## config.mk

```make
export PLATFORM = sky130hd
export DESIGN_NAME = bpa_word_ram
export DESIGN_NICKNAME = d
export VERILOG_FILES = /design/src/hw/rtl/bpa_word_ram.sv
export SDC_FILE = /design/constraint.sdc
export NUM_CORES = 1
export LEC_CHECK = 0
export BUFFER_PORTS_ARGS = -buffer_cell sky130_fd_sc_hd__buf_4
export CORE_MARGIN = 2
export CORE_UTILIZATION = 51
export DETAILED_ROUTE_END_ITERATION = 7
export HOLD_SLACK_MARGIN = 0.08
export PLACE_DENSITY_LB_ADDON = 0.15
export SLEW_MARGIN = 20
export SYNTH_ARGS = -nofsm -noshare
export SYNTH_HDL_FRONTEND = slang
export SYNTH_SLANG_ARGS = --single-unit
```

## constraint.sdc

```tcl
create_clock -name clk -period 6.9 [get_ports clk]
set_input_delay 1.035 -clock clk [delete_from_list [all_inputs] [get_ports clk]]
set_output_delay 1.035 -clock clk [all_outputs]
set_load 0.01 [all_outputs]
```

## src/hw/rtl/bpa_word_ram.sv

```systemverilog
module bpa_word_ram #(
	parameter int DEPTH = 32,
	parameter int WIDTH = 32
) (
	input  logic                     clk,
	input  logic                     we,
	input  logic [$clog2(DEPTH)-1:0] wa,
	input  logic [WIDTH-1:0]         wd,
	input  logic [$clog2(DEPTH)-1:0] ra,
	output logic [WIDTH-1:0]         rd
);

	logic [WIDTH-1:0] mem [DEPTH];
	logic [WIDTH-1:0] rd_q;

	always_ff @(posedge clk) begin
		if (we) begin
			mem[wa] <= wd;
		end
		rd_q <= mem[ra];
	end

	assign rd = rd_q;

endmodule

```

== Word level (Yosys, flattened, before mapping) ==
Memories as Yosys holds them, arrays and structs flattened. A register that Yosys moved wholly into a read port is not among the register bits.
Cells that the tools add are included.

* Mux-type cells: 2

{| class="wikitable"
|+ Operators with widths
! operator !! number
|-
| two-way mux 1 bit || 2
|}

* Memory bits (writable): 1024
* Memories: 1
* Logic and storage cells: 3
* Register bits after elaboration: 0

{| class="wikitable"
|+ Memories
! memory !! depth !! width !! read ports !! clocked after memory_dff !! write ports !! line !! source
|-
| mem || 32 || 32 || 1 || 1 || 1 || 13 || <nowiki>logic [WIDTH-1:0] mem [DEPTH];</nowiki>
|}

== Longest topological paths before layout ==
* Depth in word-level cells: 2
* Mapped depth: 8

== Least setup slack after synthesis ==
No wires, ideal clock.

* Path kind: input -> register
* Start: input port wa[1]
* End: memory mem[12][0] (enable)
* Data required time: 6.479 ns
* Library setup time: 0.421 ns
* Stages on the path: 3
* Slack: 3.431 ns
* Data arrival time: 3.048 ns
* Path through: or3b_2 clkbuf_1 nor2_1

{| class="wikitable"
|+ RTL lines
! element !! line !! source
|-
| start, declared || 7 || <nowiki>input logic [$clog2(DEPTH)-1:0] wa,</nowiki>
|-
| end, declared || 13 ||
|}

Straight into the memory's write port.

==> results.cfg <==
[drt]
route.detailed.drc = 0
first_pass_iters = 5
wl_per_cell_um = 27.7
ant_nets = 0
dr.first_iter.drc_count = 1915
via_per_inst = 5.93
vias = 20800
routed_wl_um = 97000

[layout]
nNetsFinal = 2404
drive_gt1_share_pct = 13.3
final_util_pct = 58.2
stdcell_count = 3503
area_delta_synth_final_pct = 13.2
fillers = 5852

[run_status]
status = complete, no violations

[clock_network]
cts_tree = built
cts.path.max_buffers = 3
holdBufCountCts = 0
cts_made_buffers = 104
cts_max_level = 3
postCtsSetupBuffers = 0
clk_pin_slew_ps = 60
cts_root_buffer = clkbuf_16
clk_latency_ps = 650
cts_resized = 0
cts.sinks = 1056

[sta]
period_needed_ps = 3100
setup_ws_ps = 3800
final.setup.tns_ps = 0
finalSetupViolCount = 0
clock.fmax_mhz = 323
hold_violations = 0
slew_headroom_pct = 28.6
rsz0062_at_grt = no
fin_skew_ps = 26.6
fin_crit_sh_pct = 44.9
worst_pin_slew_ps = 1070
maxSlewViolCount = 0

[floorplan]
die_h_um = 286
start_util_pct = 51.4
fp-row-count = 103
die-area_mm2 = 0.0817
die_x_um = 286
pin_count = 76
core_area_mm2 = 0.0787

[synthesis]
synth-main-ff-cell = edfxtp_1
yosys.area.top_type_share_pct = 76.0
yosysWarnings = 0
synth_edf_count = 1024
async_flop_share_pct = 0
synth_common_cells = edfxtp_1, mux2i_1, nand2_1, nand3_1
yosysMostFrequentCell = edfxtp_1
yosysUniqueCellTypes = 25
synth_area_mm2 = 0.0405
synth_area_leaders = edfxtp_1, mux2i_1, a22oi_1, dfxtp_1, a22o_1
syn_nets = 2304
syn_area_per_cell_um2 = 17.9
synth-seq-area-share_pct = 77.5
synth_seq_cells = 1056
synthCells = 2260
yosys.area.top_type = edfxtp_1

[worst_setup_path]
reg2reg_to = rd[25]$_DFF_P_
endpoint = rd[25]$_DFF_P_
cp_max_fo = 99
worstSetupEndpointType = register
reg2regPathDepth = 5
critPathKind = input port to register
r2r_start = mem[5][25]$_DFFE_PP_
crit_required_ps = 7400
critPathLaunchType = input port
reg2reg_slack_ps = 5420
startpoint = ra[1]
crit_arrival_ps = 3600

[grt]
first_global_vias = 20900
grt_pass1_wl_um = 141000
grt_max_degree = 129
antenna_found_initial = 4
overflow = 0
track_usage_pct = 23.7

[min_path]
hold_path.class = register to register

[pwr]
vdd_drop_max_v = 0.000196
finalPower_mw = 13.5
p_leak_nw = 15.9
powerDensity_mw_per_mm2 = 295

[place]
place.detailed.hpwl_um = 50600
io_buffers = 75
post-place-ws_ps = 3220
gp_congestion = 0.791
dp_cells = 3304

[flow_run]
cap_violations = 0
## sequential cells by signal (all words and copies together), names as in the netlist
name and count:
mem 1024, rd 32
## area by class of cell
class                      count  area [µm²]  share of cell area, %
clock buffer                 130        2820                   6.16
clock inverter                66         651                   1.42
sequential                  1056       31400                   68.5
antenna                        3        7.51                 0.0164
multi-input combinational   1077        8610                   18.8
timing repair buffer         121        1030                   2.24
tap                         1050        1310                   2.87
## logic make-up (layout without fill, tap and decap cells)
group / count (synthesis) / count (layout) / synth area share [%]
multiplexers: 512 / 512 / 12.7
other: 0 / 3 / 0
buffers and inverters: 127 / 317 / 1.86
flip-flops: 1056 / 1056 / 77.5
AO/OA/AOI/OAI: 288 / 288 / 4.85
AND/OR/NAND/NOR: 277 / 277 / 3.10
## critical path: stages
cell	delay [ps]
buf_4	140
nor2_4	810
buf_12	530
a22o_1	250
nor3_1	60
a31oi_1	470
nand3_1	140
## power breakdown
group          leakage (nW)  switching [mW]  total (mW)  internal [mW]
Sequential             9.49          0.0350        7.17           7.13
Combinational          4.73           0.450       0.680          0.230
Clock                  1.71            2.34        5.69           3.35
Total                  15.9            2.82        13.5           10.7
## through the flow
step,instance area [µm²],hold slack [ps]
after floorplan,40500,553
after global placement,42300,569
after detailed placement,42300,577
after CTS,45800,587
after global routing,45800,632
final,45800,580
## worst min-delay path by stage
stage | startpoint | endpoint | cells past startpoint
detailed placement | mem[16][11]$_DFFE_PP_ | rd[11]$_DFF_P_ | 4
CTS | mem[16][11]$_DFFE_PP_ | rd[11]$_DFF_P_ | 4
finish | mem[16][11]$_DFFE_PP_ | rd[11]$_DFF_P_ | 4
floorplan | mem[16][10]$_DFFE_PP_ | rd[10]$_DFF_P_ | 4
global placement | mem[16][11]$_DFFE_PP_ | rd[11]$_DFF_P_ | 4
global route | mem[16][11]$_DFFE_PP_ | rd[11]$_DFF_P_ | 4
## layer usage
layer  vias up  share of wire, %  track usage (%)
li1       9197                 -                -
met1     10800                42             32.6
met2       634                50             40.2
met3       129               5.5             3.11
met4         4               2.1             6.47
met5         -             0.031                0
## placed cells by master (no fill, tap or decap), types with 33 or more instances in the layout
master,count
a21oi_1,96
a22o_1,64
a22oi_1,96
buf_4,111
clkbuf_16,107
edfxtp_1,1024
mux2i_1,512
nand2_1,97
nand3_1,98
nor2_4,33
No activity file was read; power rests on OpenSTA's default activity.
