**config.mk**
```make
export PLATFORM = sky130hd
export DESIGN_NAME = bpa_node_unit
export DESIGN_NICKNAME = d
export VERILOG_FILES = /design/src/hw/rtl/bpa_pkg.sv /design/src/hw/rtl/bpa_node_unit.sv
export SDC_FILE = /design/constraint.sdc
export NUM_CORES = 1
export LEC_CHECK = 0
export ABC_AREA = 1
export BUFFER_PORTS_ARGS = -buffer_cell sky130_fd_sc_hd__buf_2
export CORE_AREA = 2 2 66 93
export DETAILED_ROUTE_END_ITERATION = 8
export DIE_AREA = 0 0 68 95
export PLACE_DENSITY = 0.73
export SLEW_MARGIN = 20
export SYNTH_ARGS = -nofsm -noshare
export SYNTH_HDL_FRONTEND = slang
export SYNTH_SLANG_ARGS = --single-unit
```
**constraint.sdc**
```tcl
create_clock -name vclk -period 6.03
set_input_delay 0 -clock vclk [all_inputs]
set_output_delay 0 -clock vclk [all_outputs]
set_load 0.1 [all_outputs]
```
**src/hw/rtl/bpa_pkg.sv**
```systemverilog
package bpa_pkg;

	localparam int PAGE_COUNT = 1024;
	localparam int TOP_ORDER  = 10;

	// Port field widths.
	localparam int CMD_W    = 1;
	localparam int ORDER_W  = 4;
	localparam int PIDX_W   = 10;
	localparam int STATUS_W = 2;

	// Internal widths.
	localparam int IDX_W  = TOP_ORDER;
	localparam int KW     = $clog2(TOP_ORDER + 2);
	localparam int WORD_W = 32;
	localparam int BIT_W  = 5;
	localparam int WC_W   = (IDX_W > BIT_W) ? IDX_W - BIT_W : 1;
	localparam int PAGE_W = $clog2(PAGE_COUNT);

	localparam logic CMD_ALLOC = 1'b0;
	localparam logic CMD_FREE  = 1'b1;

	typedef logic [STATUS_W-1:0] status_t;
	localparam status_t ST_OK        = 2'd0;
	localparam status_t ST_NO_BLOCK  = 2'd1;
	localparam status_t ST_TOO_LARGE = 2'd2;
	localparam status_t ST_NOT_ALLOC = 2'd3;

	// Number of map words that hold the nodes of order k.
	function automatic int fm_wcnt(input int k);
		int sh;
		sh = TOP_ORDER - k - BIT_W;
		return (sh > 0) ? (1 << sh) : 1;
	endfunction

	// First map word of order k; orders are stored one after another.
	function automatic int fm_base(input int k);
		int s;
		s = 0;
		for (int j = 0; j <= TOP_ORDER; j++) begin
			if (j < k) begin
				s = s + fm_wcnt(j);
			end
		end
		return s;
	endfunction

	// Bits of a map word that hold real nodes of order k.
	function automatic logic [WORD_W-1:0] fm_mask(input int k);
		int cnt;
		cnt = TOP_ORDER - k;
		if (cnt >= BIT_W) begin
			return '1;
		end
		return (WORD_W'(1) << (1 << cnt)) - WORD_W'(1);
	endfunction

	localparam int FM_WORDS   = fm_base(TOP_ORDER + 1);
	localparam int FM_AW      = (FM_WORDS > 1) ? $clog2(FM_WORDS) : 1;
	localparam int FM_TOP     = fm_base(TOP_ORDER);
	localparam int FLAG_WORDS = (PAGE_COUNT + WORD_W - 1) / WORD_W;
	localparam int FLAG_AW    = (FLAG_WORDS > 1) ? $clog2(FLAG_WORDS) : 1;
	localparam int CLR_WORDS  = (FM_WORDS > FLAG_WORDS) ? FM_WORDS : FLAG_WORDS;
	localparam int CLR_W      = (CLR_WORDS > 1) ? $clog2(CLR_WORDS) : 1;

	typedef struct packed {
		logic [IDX_W-1:0] idx;
		logic [KW-1:0]    k;
	} node_req_t;

	typedef struct packed {
		logic [FM_AW-1:0]  addr;
		logic [WORD_W-1:0] bsel;
		logic [BIT_W-1:0]  low;
		logic              any;
	} node_rsp_t;

endpackage

```
**src/hw/rtl/bpa_node_unit.sv**
```systemverilog
module bpa_node_unit (
	input  bpa_pkg::node_req_t        req,
	input  logic [bpa_pkg::WORD_W-1:0] word,
	output bpa_pkg::node_rsp_t        rsp
);
	import bpa_pkg::*;

	logic [IDX_W-1:0]  pos;
	logic [WORD_W-1:0] masked;

	// Maps a (page, order) node to its map word and bit, and finds the lowest
	// free node among the valid bits of the word just read.
	always_comb begin
		pos      = req.idx >> req.k;
		rsp.addr = FM_AW'(fm_base(int'(req.k))) + FM_AW'(pos >> BIT_W);
		rsp.bsel = WORD_W'(1) << pos[BIT_W-1:0];
		masked   = word & fm_mask(int'(req.k));
		rsp.any  = |masked;
		rsp.low  = '0;
		for (int i = WORD_W - 1; i >= 0; i--) begin
			if (masked[i]) begin
				rsp.low = BIT_W'(i);
			end
		end
	end

endmodule

```
## Word-level counts from Yosys, hierarchy flattened

Cells that the tools add are included.

| operators by class | value |
|---|---|
| add/subtract/negate cells | 13 |
| multipliers | 0 |
| divide/modulo/power cells | 0 |
| $lt $le $gt $ge | 12 |
| equal/unequal tests | 0 |
| shifts and indexed selects | 4 |
| mux-type cells | 46 |
| bitwise gates (word level) | 1 |
| reduce and logical (&&, ||, !) cells | 1 |

Operators with widths:

| operator | number |
|---|---|
| 2-to-1 mux 5 bit | 32 |
| 2-to-1 mux 7 bit | 10 |
| 2-to-1 mux 32 bit | 2 |
| << shifter 1 x 32 -> 32 bit (first input constant) | 2 |
| adder 7 x 2 -> 7 bit (second input constant) | 6 |
| AND 32 bit | 1 |
| OR reduction 32 bit | 1 |
| << shifter 1 x 5 -> 32 bit (first input constant) | 1 |
| subtractor 32 x 2 -> 32 bit (second input constant) | 1 |
| < comparator 3 x 4 -> 1 bit (first input constant) | 4 |
| < comparator 4 bit (first input constant) | 3 |
| >> shifter 10 x 4 -> 10 bit | 1 |
| < comparator 1 x 4 -> 1 bit (first input constant) | 2 |
| < comparator 2 x 4 -> 1 bit (first input constant) | 2 |
| adder 6 x 5 -> 7 bit (second input constant) | 1 |
| adder 7 x 3 -> 7 bit (second input constant) | 1 |
| adder 7 x 4 -> 7 bit (second input constant) | 1 |
| adder 7 x 5 -> 7 bit | 1 |
| adder 7 x 5 -> 7 bit (second input constant) | 1 |
| 2-to-1 mux 6 bit | 1 |
| greater-or-equal comparator 5 x 4 -> 1 bit (second input constant) | 1 |
| subtractor 4 x 4 -> 5 bit (first input constant) | 1 |
| 2-to-1 mux 1 bit | 1 |

| storage, ports and cells | value |
|---|---|
| register bits after elaboration | 0 |
| latch bits | 0 |
| RAM bits | 0 |
| ROM bits | 0 |
| bits of input ports | 46 |
| output and inout port bits | 45 |
| word-level logic and storage cells | 77 |
| memories | 0 |

## Logic depth before layout (Yosys ltp)

| logic depth | value |
|---|---|
| depth after elaboration | 38 |
| depth in mapped cells | 39 |
| depth with buffers taken out | 38 |

## Worst setup path after synthesis

No wires, ideal clock.

| path | value |
|---|---|
| kind | input -> output |
| start point | in req[3] (netlist name) |
| end point | out rsp[44] (netlist name) |
| arrival time | 5.348 ns |
| data required time | 6.030 ns |
| setup slack | 0.682 ns |
| stages | 26 |
| path buffers | 1 |
| path through | buf_2 > nor2_1 > clkinv_1 > nand2_1 > inv_1 > ha_1 > nor2_1 > nor2_1 > ha_1 > nand2_1 > nand2_1 > ha_1 > nor2_1 > a31oi_1 > ha_1 > nand2_1 > nand2_1 > ha_1 > inv_1 > o21ai_0 > inv_1 > fa_1 > o21ai_0 > and2_1 > o21ai_0 > xor2_1 |

RTL lines:

| element | RTL line | RTL |
|---|---|---|
| from (decl) | bpa_node_unit.sv:2 | `input bpa_pkg::node_req_t req,` |
| to (decl) | bpa_node_unit.sv:4 | `output bpa_pkg::node_rsp_t rsp` |

==> reports/qor.csv <==
metric,value,unit
"most used cell, CP",ha_1,
final setup fails,0,
XOR/XNOR share of the synthesized area,4.98,%
first-pass GRT wire length,9.15,mm
power consumption,411,uW
total congestion overflow,0,
row count,33,
# diodes,0,
largest family of logic cells by synthesized area,simple AND/OR/NAND/NOR gates,
largest net degree at the start of global routing,20,
Slew Limit Fails,0,
highest cell delay on the worst timing path,440,ps
Hold Fails Final Rpt,0,
Syn Area/Cell,4.81,um2
WL per Instance,10.2,um
mapped cell area,0.00193,mm2
crit start category,input pin,
top-count cell post-synth,nand2_1,
final WL,5.68,mm
Starting Density,33.9,%
crit path max-delay cell type,buf_2,
Final min period,5170,ps
Static Leak,0.00153,uW
Yosys cell types,36,
DP HPWL,4.99,mm
Post-CTS Setup Inserts,0,
placeable core area,0.00570,mm2
nature of the critical path endpoint,output pin,
"top cells by count, synth","nand2_1, nor2_1, inv_1",
initial antenna violation count,0,
Critical Path Start,req[0],
WP data required,6030,ps
drt drc,0,
All-Layer GR Usage,17.2,%
post-synthesis mux area share,1.55,%
routed via count,2698,
Yosys warnings,0,
vias in the first global route,2398,
compound-gate portion of the synthesized area,14.6,%
RSZ-0062 raised after global routing,false,
Worst slew margin,56.9,%
P per Cell Area,169,mW/mm2
maximum vdd drop,0.105,mV
status,"finished, final reports clean",
"Seq/Total Area, Yosys",0,%
layout cells sized above 1,21.6,%
placed cells,556,
die area,0.00646,mm2
Detailed Routing Iterations Pass 1,4,
Final ANT Viol Nets,0,
FF+latch area,0,um2
Slew @ Worst Pin,647,ps
final hold slack,538,ps
hold path startpoint,word[0],
Yosys top cell by area,nand2_1,
buffers added on ports,91,
crit path max fanout,19,
Synth Area in Simple Gates,55.9,%
I/O pin count,91,
synth top area cells,"nand2_1, nor2_1, ha_1",
Die Ht,95,um
Hold WC Path Type,in2out,
Yosys top cell area share,28.1,%
Vias/cell,4.85,
crit path kind,in2out,
RePlAce Congestion,0.910,
nets@finish,550,
Adder-Cell Fraction of Synth Area,10.7,%
Iteration-0 DRC Markers,108,
Synth Instances,402,
Arrival @ worst endpoint,5170,ps
clock buffers,0,
synthesis-to-finish area growth,26.2,%
die width,68,um
"non-filler cells, final",556,
FFs & Latches,0,
Final Cycle Share,85.8,%
Setup TNS,0,ps
fmax,0.193,GHz
MaxCap Viol Count,0,
# hold bufs at CTS,0,
"Net Count, Synth",464,
post-CTS resize count,0,
## cell type report
type | count | area (um2)
Fill cell | 644 | 3260
Tap cell | 70 | 87.6
Timing Repair Buffer | 91 | 455
Multi-Input combinational cell | 343 | 1700
Inverter | 52 | 195
## layer usage
metal	vias up	share of wire, %	GRT usage (%)
li1	1446	-	-
met5	-	0	0
met1	1177	40	18.0
met2	73	54	35.6
met4	0	0.30	2.17
met3	2	5.7	1.55
## metrics by stage
stage	worst slack [ps]	area, um2	util, %
3_3_place_gp	1060	2430	42.7
3_5_place_dp	834	2430	42.7
6_report	858	2440	42.8
5_1_grt	413	2440	42.8
2_1_floorplan	682	1930	-
4_1_cts	830	2430	42.7
## cell families after synthesis
| logic type | count (synthesis) |
|---|---|
| buffers and inverters | 59 |
| XOR/XNOR | 11 |
| adder cells (fa/ha/maj) | 16 |
| multiplexers | 3 |
| AO/OA/AOI/OAI | 48 |
| AND/OR/NAND/NOR | 265 |
## worst paths after layout
path	endpoint	cells past startpoint
setup / recovery	rsp[44]	26
hold / removal	rsp[1]	5
## power by group
part,internal (uW),switching [uW]
Combinational,95.4,316
Sequential,0,0
Clock,0,0
## placed cells by master (no fill, tap or decap), types with 3 or more instances in the layout
cell type,n
ha_1,15
a21oi_1,8
mux2i_1,3
nand2_2,6
nor3_1,4
a31oi_1,5
nand4_1,6
inv_1,48
nand3_1,15
buf_2,91
o21ai_0,20
xnor2_1,5
nand2_1,145
nor2_1,83
xor2_1,6
## worst max-delay path, delay by kind of cell
kind / cells / cell delay, ps
XOR/XNOR: 1 / 150
adder cells (fa/ha/maj): 7 / 2110
buffers and inverters: 5 / 1040
AO/OA/AOI/OAI: 5 / 1150
AND/OR/NAND/NOR: 8 / 700
(Power assumes the default switching activity.)
